==> config.mk <==
export PLATFORM = sky130hd
export DESIGN_NAME = int64_divmod_gcd_unit_flat
export DESIGN_NICKNAME = d
export VERILOG_FILES = /design/src/rtl/core/i64dg_pkg.sv /design/src/rtl/core/i64dg_req_if.sv /design/src/rtl/core/i64dg_rsp_if.sv /design/src/rtl/core/int64_divmod_gcd_unit.sv /design/src/rtl/core/i64dg_dp.sv /design/src/rtl/core/i64dg_ctrl.sv /design/src/flat_wrapper.sv
export SDC_FILE = /design/constraint.sdc
export NUM_CORES = 2
export LEC_CHECK = 0
export BUFFER_PORTS_ARGS = -buffer_cell sky130_fd_sc_hd__buf_2
export CORE_ASPECT_RATIO = 1.1
export CORE_MARGIN = 2
export CORE_UTILIZATION = 45
export CTS_CLUSTER_DIAMETER = 60
export DETAILED_ROUTE_END_ITERATION = 10
export GPL_TIMING_DRIVEN = 0
export MAX_ROUTING_LAYER = met4
export PLACE_DENSITY = 0.62
export SYNTH_ARGS = -nofsm -noshare
export SYNTH_HDL_FRONTEND = slang
export SYNTH_HIERARCHICAL = 1
export SYNTH_SLANG_ARGS = --single-unit
export TNS_END_PERCENT = 100
==> constraint.sdc <==
create_clock -name clk_i -period 23.3 [get_ports clk_i]
set_input_delay 6.99 -clock clk_i [delete_from_list [all_inputs] [get_ports clk_i]]
set_output_delay 6.99 -clock clk_i [all_outputs]
set_load 0.02 [all_outputs]
==> src/rtl/core/i64dg_pkg.sv <==
// Package for the signed 64-bit divide / GCD math unit.
// Holds data widths, mode codes, controller states and the control structs.
// No dependencies; every other file of the unit imports it.
package i64dg_pkg;

  localparam int unsigned DATA_W  = 64;
  localparam int unsigned MODE_W  = 3;
  localparam int unsigned SHIFT_W = 6;   // bit index into a data word

  localparam logic [DATA_W-1:0] MOST_NEG = {1'b1, {(DATA_W-1){1'b0}}};

  typedef enum logic [MODE_W-1:0] {
    MODE_ABS    = 3'd0,
    MODE_MIN    = 3'd1,
    MODE_MAX    = 3'd2,
    MODE_CLAMP  = 3'd3,
    MODE_SIGN   = 3'd4,
    MODE_DIVMOD = 3'd5,
    MODE_GCD    = 3'd6
  } mode_e;

  typedef enum logic [1:0] {
    ST_IDLE,
    ST_DIV,
    ST_GCD,
    ST_FINISH
  } state_e;

  // controller -> datapath
  typedef struct packed {
    logic load;      // latch a new request
    logic div_step;  // one restoring divide step
    logic gcd_step;  // one binary GCD step
    logic res_load;  // write the output register
  } cmd_t;

  // datapath -> controller
  typedef struct packed {
    logic start_div;  // incoming request is a divide by a nonzero divisor
    logic start_gcd;  // incoming request is a GCD
    logic gcd_done;   // one GCD operand reached zero
  } status_t;

endpackage

==> src/rtl/core/i64dg_req_if.sv <==
// Request channel of the math unit: valid/ready plus mode and three operands.
// Depends on i64dg_pkg.
interface i64dg_req_if import i64dg_pkg::*; ();
  logic                     valid;
  logic                     ready;
  logic [MODE_W-1:0]        mode;
  logic signed [DATA_W-1:0] operand_a;
  logic signed [DATA_W-1:0] operand_b;
  logic signed [DATA_W-1:0] operand_c;

  modport source (output valid, mode, operand_a, operand_b, operand_c, input ready);
  modport sink   (input valid, mode, operand_a, operand_b, operand_c, output ready);
endinterface

==> src/rtl/core/i64dg_rsp_if.sv <==
// Response channel of the math unit: valid/ready plus value, remainder, none flag.
// Depends on i64dg_pkg.
interface i64dg_rsp_if import i64dg_pkg::*; ();
  logic                     valid;
  logic                     ready;
  logic signed [DATA_W-1:0] value;
  logic signed [DATA_W-1:0] remainder;
  logic                     is_none;

  modport source (output valid, value, remainder, is_none, input ready);
  modport sink   (input valid, value, remainder, is_none, output ready);
endinterface

==> src/rtl/core/int64_divmod_gcd_unit.sv <==
// Top level of the signed 64-bit divide / GCD math unit.
// Instantiates i64dg_ctrl and i64dg_dp; uses i64dg_pkg, i64dg_req_if, i64dg_rsp_if.
//
// Usage:
//   req: valid/ready channel carrying mode and operands a, b, c. A request is
//        taken on a clock edge with valid and ready high. Ready is high
//        whenever no request is in work, also while a result still waits.
//   rsp: valid/ready channel carrying value, remainder and is_none. The
//        result sits in an output register until the receiver takes it.
// Work per request:
//   abs, min, max, clamp, sign, divide by zero: result written with no steps.
//   divmod: 64 restoring radix-2 steps on one 65-bit subtractor.
//   gcd: binary GCD steps on the u and v registers shared with the divider,
//        until one operand reaches zero.
// One request is in work at a time; the next can be taken in the cycle after the
// result is loaded into the output register.
// Reset (rst_ni low, asynchronous) returns the controller to idle and drops
// any pending result. When the receiver stalls, the result holds in the
// output register; one further request may be accepted and worked on, and
// its result waits until the register frees.
module int64_divmod_gcd_unit import i64dg_pkg::*; (
  input logic         clk_i,
  input logic         rst_ni,
  i64dg_req_if.sink   req,
  i64dg_rsp_if.source rsp
);

  cmd_t    cmd;
  status_t status;

  // sequencing: idle / divide / gcd / write result
  i64dg_ctrl u_ctrl (
    .clk_i       (clk_i),
    .rst_ni      (rst_ni),
    .req_valid_i (req.valid),
    .req_ready_o (req.ready),
    .rsp_valid_o (rsp.valid),
    .rsp_ready_i (rsp.ready),
    .status_i    (status),
    .cmd_o       (cmd)
  );

  // operand registers, shift/subtract unit, result register
  i64dg_dp u_dp (
    .clk_i       (clk_i),
    .mode_i      (req.mode),
    .operand_a_i (req.operand_a),
    .operand_b_i (req.operand_b),
    .operand_c_i (req.operand_c),
    .cmd_i       (cmd),
    .status_o    (status),
    .value_o     (rsp.value),
    .remainder_o (rsp.remainder),
    .is_none_o   (rsp.is_none)
  );

endmodule

==> src/rtl/core/i64dg_dp.sv <==
// Datapath of the math unit: operand registers, u/v registers shared by the
// restoring divider and the binary GCD, result selection and output register.
// Depends on i64dg_pkg.
module i64dg_dp import i64dg_pkg::*; (
  input  logic                     clk_i,
  input  logic [MODE_W-1:0]        mode_i,
  input  logic signed [DATA_W-1:0] operand_a_i,
  input  logic signed [DATA_W-1:0] operand_b_i,
  input  logic signed [DATA_W-1:0] operand_c_i,
  input  cmd_t                     cmd_i,
  output status_t                  status_o,
  output logic signed [DATA_W-1:0] value_o,
  output logic signed [DATA_W-1:0] remainder_o,
  output logic                     is_none_o
);

  logic [MODE_W-1:0]        mode_q;
  logic signed [DATA_W-1:0] a_q, b_q, c_q;
  logic [DATA_W-1:0]        u_q, u_d;   // |a|; quotient shift register while dividing
  logic [DATA_W-1:0]        v_q, v_d;   // |b|; divisor while dividing
  logic [DATA_W-1:0]        r_q, r_d;   // partial remainder
  logic [SHIFT_W-1:0]       k_q, k_d;   // common power of two in GCD
  logic signed [DATA_W-1:0] val_q, val_d, rem_q, rem_d;
  logic                     none_q, none_d;

  logic [DATA_W:0]   trial;
  logic [DATA_W:0]   trial_diff;
  logic              trial_ge;
  logic              u_ge_v;
  logic [DATA_W-1:0] mag_a_in, mag_b_in;
  logic [DATA_W-1:0] gcd_base;
  logic signed [DATA_W-1:0] lo_min;

  assign mag_a_in = operand_a_i[DATA_W-1] ? (DATA_W'(0) - operand_a_i) : operand_a_i;
  assign mag_b_in = operand_b_i[DATA_W-1] ? (DATA_W'(0) - operand_b_i) : operand_b_i;

  assign status_o.start_div = (mode_i == MODE_DIVMOD) && (operand_b_i != '0);
  assign status_o.start_gcd = (mode_i == MODE_GCD);
  assign status_o.gcd_done  = (u_q == '0) || (v_q == '0);

  // restoring divide step
  assign trial      = {r_q, u_q[DATA_W-1]};
  assign trial_diff = trial - {1'b0, v_q};
  assign trial_ge   = ~trial_diff[DATA_W];
  assign u_ge_v     = (u_q >= v_q);

  always_comb begin
    u_d = u_q;
    v_d = v_q;
    r_d = r_q;
    k_d = k_q;
    if (cmd_i.load) begin
      u_d = mag_a_in;
      v_d = mag_b_in;
      r_d = '0;
      k_d = '0;
    end else if (cmd_i.div_step) begin
      r_d = trial_ge ? trial_diff[DATA_W-1:0] : trial[DATA_W-1:0];
      u_d = {u_q[DATA_W-2:0], trial_ge};
    end else if (cmd_i.gcd_step) begin
      if (!u_q[0] && !v_q[0]) begin
        u_d = u_q >> 1;
        v_d = v_q >> 1;
        k_d = k_q + SHIFT_W'(1);
      end else if (!u_q[0]) begin
        u_d = u_q >> 1;
      end else if (!v_q[0]) begin
        v_d = v_q >> 1;
      end else if (u_ge_v) begin
        u_d = u_q - v_q;
      end else begin
        v_d = v_q - u_q;
      end
    end
  end

  assign gcd_base = (u_q == '0) ? v_q : u_q;
  assign lo_min   = (a_q < c_q) ? a_q : c_q;

  always_comb begin
    val_d  = '0;
    rem_d  = '0;
    none_d = 1'b0;
    case (mode_q)
      MODE_ABS:    val_d = a_q[DATA_W-1] ? (DATA_W'(0) - a_q) : a_q;
      MODE_MIN:    val_d = (b_q < a_q) ? b_q : a_q;
      MODE_MAX:    val_d = (a_q < b_q) ? b_q : a_q;
      MODE_CLAMP:  val_d = (b_q < lo_min) ? lo_min : b_q;
      MODE_SIGN:   val_d = a_q[DATA_W-1] ? '1 : ((a_q != '0) ? DATA_W'(1) : '0);
      MODE_DIVMOD: begin
        if (b_q == '0) begin
          none_d = 1'b1;
        end else begin
          val_d = (a_q[DATA_W-1] ^ b_q[DATA_W-1]) ? (DATA_W'(0) - u_q) : u_q;
          rem_d = a_q[DATA_W-1] ? (DATA_W'(0) - r_q) : r_q;
        end
      end
      MODE_GCD:    val_d = gcd_base << k_q;
      default:     val_d = '0;
    endcase
  end

  always_ff @(posedge clk_i) begin
    if (cmd_i.load) begin
      mode_q <= mode_i;
      a_q    <= operand_a_i;
      b_q    <= operand_b_i;
      c_q    <= operand_c_i;
    end
    u_q <= u_d;
    v_q <= v_d;
    r_q <= r_d;
    k_q <= k_d;
    if (cmd_i.res_load) begin
      val_q  <= val_d;
      rem_q  <= rem_d;
      none_q <= none_d;
    end
  end

  assign value_o     = val_q;
  assign remainder_o = rem_q;
  assign is_none_o   = none_q;

endmodule

==> src/rtl/core/i64dg_ctrl.sv <==
// Controller of the math unit: state machine, divide step counter and
// output valid flag. Drives the datapath through cmd_t, reads status_t.
// Depends on i64dg_pkg.
module i64dg_ctrl import i64dg_pkg::*; (
  input  logic    clk_i,
  input  logic    rst_ni,
  input  logic    req_valid_i,
  output logic    req_ready_o,
  output logic    rsp_valid_o,
  input  logic    rsp_ready_i,
  input  status_t status_i,
  output cmd_t    cmd_o
);

  state_e             state_q, state_d;
  logic [SHIFT_W-1:0] cnt_q, cnt_d;
  logic               rsp_valid_q, rsp_valid_d;
  logic               div_last;

  assign div_last = (cnt_q == '1);

  // next state
  always_comb begin
    state_d = state_q;
    case (state_q)
      ST_IDLE: begin
        if (req_valid_i) begin
          if (status_i.start_div)      state_d = ST_DIV;
          else if (status_i.start_gcd) state_d = ST_GCD;
          else                         state_d = ST_FINISH;
        end
      end
      ST_DIV:    if (div_last) state_d = ST_FINISH;
      ST_GCD:    if (status_i.gcd_done) state_d = ST_FINISH;
      ST_FINISH: if (!rsp_valid_q || rsp_ready_i) state_d = ST_IDLE;
      default:   state_d = ST_IDLE;
    endcase
  end

  // outputs
  always_comb begin
    cmd_o       = '0;
    req_ready_o = 1'b0;
    case (state_q)
      ST_IDLE: begin
        req_ready_o = 1'b1;
        cmd_o.load  = req_valid_i;
      end
      ST_DIV:    cmd_o.div_step = 1'b1;
      ST_GCD:    cmd_o.gcd_step = !status_i.gcd_done;
      ST_FINISH: cmd_o.res_load = !rsp_valid_q || rsp_ready_i;
      default:   cmd_o = '0;
    endcase
  end

  assign cnt_d       = cmd_o.load ? '0 : (cmd_o.div_step ? cnt_q + SHIFT_W'(1) : cnt_q);
  assign rsp_valid_d = cmd_o.res_load | (rsp_valid_q & ~rsp_ready_i);
  assign rsp_valid_o = rsp_valid_q;

  always_ff @(posedge clk_i or negedge rst_ni) begin
    if (!rst_ni) begin
      state_q     <= ST_IDLE;
      cnt_q       <= '0;
      rsp_valid_q <= 1'b0;
    end else begin
      state_q     <= state_d;
      cnt_q       <= cnt_d;
      rsp_valid_q <= rsp_valid_d;
    end
  end

  a_load_clears_cnt: assert property (@(posedge clk_i) disable iff (!rst_ni)
    cmd_o.load |=> (cnt_q == '0))
    else $error("divide counter not cleared on request");

  a_res_slot_free: assert property (@(posedge clk_i) disable iff (!rst_ni)
    cmd_o.res_load |-> (!rsp_valid_q || rsp_ready_i))
    else $error("output register overwritten while full");

  a_res_sets_valid: assert property (@(posedge clk_i) disable iff (!rst_ni)
    cmd_o.res_load |=> rsp_valid_q)
    else $error("result loaded but not presented");

  a_div_ends: assert property (@(posedge clk_i) disable iff (!rst_ni)
    (state_q == ST_DIV && div_last) |=> (state_q == ST_FINISH))
    else $error("divide did not end after last step");

  a_steps_exclusive: assert property (@(posedge clk_i) disable iff (!rst_ni)
    $onehot0({cmd_o.load, cmd_o.div_step, cmd_o.gcd_step, cmd_o.res_load}))
    else $error("conflicting datapath commands");

endmodule

==> src/flat_wrapper.sv <==
// flat-port wrapper written by rule: the top's interface ports become plain ports
module int64_divmod_gcd_unit_flat import i64dg_pkg::*;
  (clk_i, rst_ni, req_valid, req_mode, req_operand_a, req_operand_b, req_operand_c, req_ready, rsp_valid, rsp_value, rsp_remainder, rsp_is_none, rsp_ready);
  i64dg_req_if req_i ();
  i64dg_rsp_if rsp_i ();
  input logic clk_i;
  input logic rst_ni;
  input wire logic [$bits(req_i.valid)-1:0] req_valid;
  input wire logic [$bits(req_i.mode)-1:0] req_mode;
  input wire logic [$bits(req_i.operand_a)-1:0] req_operand_a;
  input wire logic [$bits(req_i.operand_b)-1:0] req_operand_b;
  input wire logic [$bits(req_i.operand_c)-1:0] req_operand_c;
  output wire logic [$bits(req_i.ready)-1:0] req_ready;
  output wire logic [$bits(rsp_i.valid)-1:0] rsp_valid;
  output wire logic [$bits(rsp_i.value)-1:0] rsp_value;
  output wire logic [$bits(rsp_i.remainder)-1:0] rsp_remainder;
  output wire logic [$bits(rsp_i.is_none)-1:0] rsp_is_none;
  input wire logic [$bits(rsp_i.ready)-1:0] rsp_ready;
  assign req_i.valid = req_valid;
  assign req_i.mode = req_mode;
  assign req_i.operand_a = req_operand_a;
  assign req_i.operand_b = req_operand_b;
  assign req_i.operand_c = req_operand_c;
  assign req_ready = req_i.ready;
  assign rsp_valid = rsp_i.valid;
  assign rsp_value = rsp_i.value;
  assign rsp_remainder = rsp_i.remainder;
  assign rsp_is_none = rsp_i.is_none;
  assign rsp_i.ready = rsp_ready;
  int64_divmod_gcd_unit u_core (.clk_i(clk_i), .rst_ni(rst_ni), .req(req_i), .rsp(rsp_i));
endmodule
==> flow_metrics.tcl <==
set metrics [dict create \
    die_x_um 322 \
    synth_top_family_by_area "compound AO/OA/AOI/OAI gates" \
    postCtsHoldBufs 0 \
    finalClockSkew_ns 0.0312 \
    synth_edf_count 452 \
    cts_tree "built" \
    hold_class "reg -> reg" \
    wl_per_cell_um 35.7 \
    clock-root-buffer "clkbuf_16" \
    cp.required_ns 23.82 \
    antenna_found_initial 22 \
    postRouteAntennaNets 0 \
    rsz0062_at_grt "no" \
    fmax_mhz 67.8 \
    avgSynthCellArea_um2 8.48 \
    dieHeight_um 354 \
    failed_checks "capacitance limit, slew limit" \
    grt_pass1_wl_um 388000 \
    synthMuxAreaShare_pct 4.33 \
    drt-pass1-iter-count 7 \
    maxCapViolations 11 \
    final_layout_size_suffix_gt1_share_pct 9.09 \
    dp_hpwl_um 230000 \
    cts_resized 0 \
    synth_compound_area_share_pct 26.5 \
    status "finished, violations left" \
    cts_buffer_depth 3 \
    synth_nets 6514 \
    synth_ff_type "edfxtp_1" \
    post-place-cells 7755 \
    core_um2 111000 \
    ys_seq_area_share_pct 30.3 \
    insertion_delay_ns 0.70 \
    slew-limit-headroom_pct -12.9 \
    clkSlewWorstSetupHoldPaths_ns 0.06 \
    gp_congestion 1.12 \
    stdcell_count 7918 \
    synth_xor_area_share_pct 7.63 \
    yosysTopAreaCellShare_pct 27.1 \
    die_area_um2 114000 \
    post-cts-setup-buffers 0 \
    synth_simple_gate_area_share_pct 16.0 \
    grt_max_degree 66 \
    io_pins 330 \
    vias 54747 \
    place.port_buffers 329 \
    synth_seq_cells 531 \
    setup_viol 0 \
    cts_sinks 531 \
    cp.arrival_ns 15.26 \
    synth_area_leaders "edfxtp_1 27%, ha_1 9.8%, xnor2_1 5.1%, a21oi_1 4.9%, o21ai_0 4.1%" \
    fin_crit_sh_pct 63.3 \
    hold_viol 0 \
    worstMarginPinSlew_ns 1.69 \
    ir_worst_vdd_mv 0.0453 \
    yosys_warnings 6 \
    syn_inst 5919 \
    syn-cell-area_um2 50200 \
    n_fill_cell 10572 \
    gr-usage-all-layers_pct 49.3 \
    viasPerCell 6.91 \
    synth_adder_area_share_pct 9.92 \
    critPathLaunchType "register" \
    pwr_density_cell_nw_per_um2 39.6 \
    first_iter_violations 7511 \
    start_util_pct 45.3 \
    gr-total-overflow 0 \
    crit_path_max_fanout 10 \
    min_period_ns 14.74 \
    drc 0 \
    finalMaxSlewViolations 57 \
    cp-end-kind "register" \
    cts_buffers 71 \
    core.rowCount 128 \
    final_nets 6928 \
    worstSetupPathType "reg -> reg" \
    syn2layout_area_growth_pct 12.4 \
    yosysTopAreaCell "edfxtp_1" \
    h-tree-depth 3 \
    setup_tns_ns 0 \
    async_flop_share_pct 1.69 \
    leakagePower_nw 22.1 \
    ys_types 95 \
    wl_um 283000 \
    grt_pass1_vias 52099 \
]
==> through the flow <==
stage | cell area, um2 | power [W] | setup WS (ns) | hold slack [ns] | util [%]
6_report | 56400 | 0.00223 | 8.56 | 0.555 | 51.0
5_1_grt | 56400 | 0.00227 | 9.30 | 0.588 | 50.9
4_1_cts | 56300 | 0.00223 | 9.80 | 0.552 | 50.9
3_5_place_dp | 54000 | 0.00113 | 9.87 | 0.542 | 48.8
3_3_place_gp | 53700 | 0.00113 | -1.47 | 0.507 | 48.5
2_1_floorplan | 50200 | 0.00107 | 4.48 | 0.487 | -
==> cells in the final DEF, fill, tap and decap left out, types with 31 or more instances in the layout <==
cell type / count
a211oi_1: 67
a21o_1: 137
a21oi_1: 492
a221oi_1: 68
a222oi_1: 36
a22oi_1: 46
a311oi_1: 44
a31oi_1: 46
a41oi_1: 48
and3_1: 31
buf_1: 46
buf_2: 330
clkbuf_1: 322
clkbuf_16: 74
dfxtp_1: 70
diode_2: 32
edfxtp_1: 452
ha_1: 393
inv_1: 337
mux2i_1: 154
nand2_1: 513
nand2b_1: 45
nand3_1: 102
nand4_1: 96
nor2_1: 427
nor2b_1: 40
nor3_1: 123
nor4_1: 71
o211ai_1: 56
o21a_1: 35
o21ai_0: 406
o21bai_1: 57
o221ai_1: 74
o22ai_1: 36
o31ai_1: 99
o41ai_1: 32
or3_1: 76
or4_1: 49
xnor2_1: 291
xor2_1: 145
==> Yosys cell counts (26+ instances only) <==
master / number
nand2_1: 513
a21oi_1: 492
edfxtp_1: 452
nor2_1: 427
o21ai_0: 407
ha_1: 393
inv_1: 337
clkbuf_1: 313
xnor2_1: 292
mux2i_1: 154
xor2_1: 145
a21o_1: 137
nor3_1: 125
nand3_1: 102
o31ai_1: 99
nand4_1: 96
or3_1: 76
nor4_1: 74
o221ai_1: 74
dfxtp_1: 70
a221oi_1: 68
a211oi_1: 67
o21bai_1: 57
o211ai_1: 56
or4_1: 49
a41oi_1: 48
buf_1: 47
a22oi_1: 46
a31oi_1: 46
nand2b_1: 45
a311oi_1: 44
nor2b_1: 40
a222oi_1: 36
o22ai_1: 36
o21a_1: 35
o41ai_1: 32
and3_1: 31
and2_1: 26
or2_2: 26
==> critical path, cell delays in order (launching register included) <==
cell	delay [ns]
edfxtp_1	0.67
ha_1	0.44
nand4_1	0.18
nor4_1	1.10
nand4_1	0.52
a21oi_1	1.09
nor3_1	0.21
nand3b_1	0.21
mux2_2	0.19
clkbuf_1	0.32
buf_1	0.94
buf_1	1.19
mux2i_1	0.27
ha_1	0.39
nand4_1	0.11
nor2_1	0.34
nor2_1	0.27
nor3_1	0.65
nand3_1	0.47
nor3_1	1.20
o211ai_1	0.21
o31ai_1	0.57
mux2i_1	0.58
or2_2	0.21
clkbuf_1	0.71
clkbuf_1	0.86
a2bb2oi_1	0.33
nand3_1	0.22
==> flip-flops by register name (all words and copies together), names as in the netlist <==
signal / cells
u_core/u_dp/v_q: 64
u_core/u_ctrl/cnt_q: 6
u_core/u_dp/b_q: 64
u_core/u_dp/c_q: 64
u_core/u_dp/value_o: 64
u_core/u_dp/mode_q: 3
u_core/u_ctrl/rsp_valid_o: 1
u_core/u_dp/k_q: 6
u_core/u_dp/u_q: 64
u_core/u_dp/a_q: 64
u_core/u_ctrl/state_q: 2
u_core/u_dp/remainder_o: 64
u_core/u_dp/r_q: 64
u_core/u_dp/is_none_o: 1
==> per-layer routing <==
metal	share of wire [%]	up-vias	global-route usage (%)	wire, um
li1	-	23357	-	-
met1	36	26219	55.7	101000
met2	43	4017	73.4	122000
met3	11	1154	11.7	30100
met4	10	0	41.9	29500
met5	0	-	-	0
==> where the power goes <==
part | leakage [nW] | total (W) | switching, W | internal [W]
registers | 5.00 | 0.00102 | 0.00000000000000000000453 | 0.00102
clock network | 1.14 | 0.00112 | 0.000479 | 0.000636
logic | 15.9 | 0.0000959 | 0.0000666 | 0.0000293
total | 22.1 | 0.00223 | 0.000546 | 0.00169
==> logic make-up (layout without fill, tap and decap cells) <==
logic type,after synthesis,count (layout)
fa+ha+maj,396,396
flops,531,531
simple gates,1676,1676
mux,195,195
other cells,0,32
compound gates,1982,1982
xor+xnor,437,437
buf+inv,702,1174
==> final cells by class <==
class / instances / area [um2] / area share [%]
Inverter: 340 / 1280 / 2.26
Buffer: 362 / 1380 / 2.44
Clock inverter: 42 / 397 / 0.703
Multi-Input combinational cell: 4686 / 32400 / 57.4
Antenna cell: 32 / 80.1 / 0.142
Tap cell: 1495 / 1870 / 3.32
Clock buffer: 89 / 1940 / 3.44
Timing Repair Buffer: 341 / 1870 / 3.32
Sequential cell: 531 / 15200 / 26.9
==> final timing paths <==
path                       cells after the start                 from  slack (ns)                       to
max reg2reg                                   27  u_core/u_dp/a_q[49]        8.56  u_core/u_dp/value_o[50]
max                                           27  u_core/u_dp/a_q[49]        8.56  u_core/u_dp/value_o[50]
min reg2reg                                    2  u_core/u_dp/r_q[58]        0.55      u_core/u_dp/r_q[58]
min                                            2  u_core/u_dp/r_q[58]        0.55      u_core/u_dp/r_q[58]
min in group asynchronous                      1               rst_ni        6.15   u_core/u_ctrl/cnt_q[1]
max in group asynchronous                      1               rst_ni       16.95   u_core/u_ctrl/cnt_q[4]
Note: power is estimated with default switching activity, not from simulation.
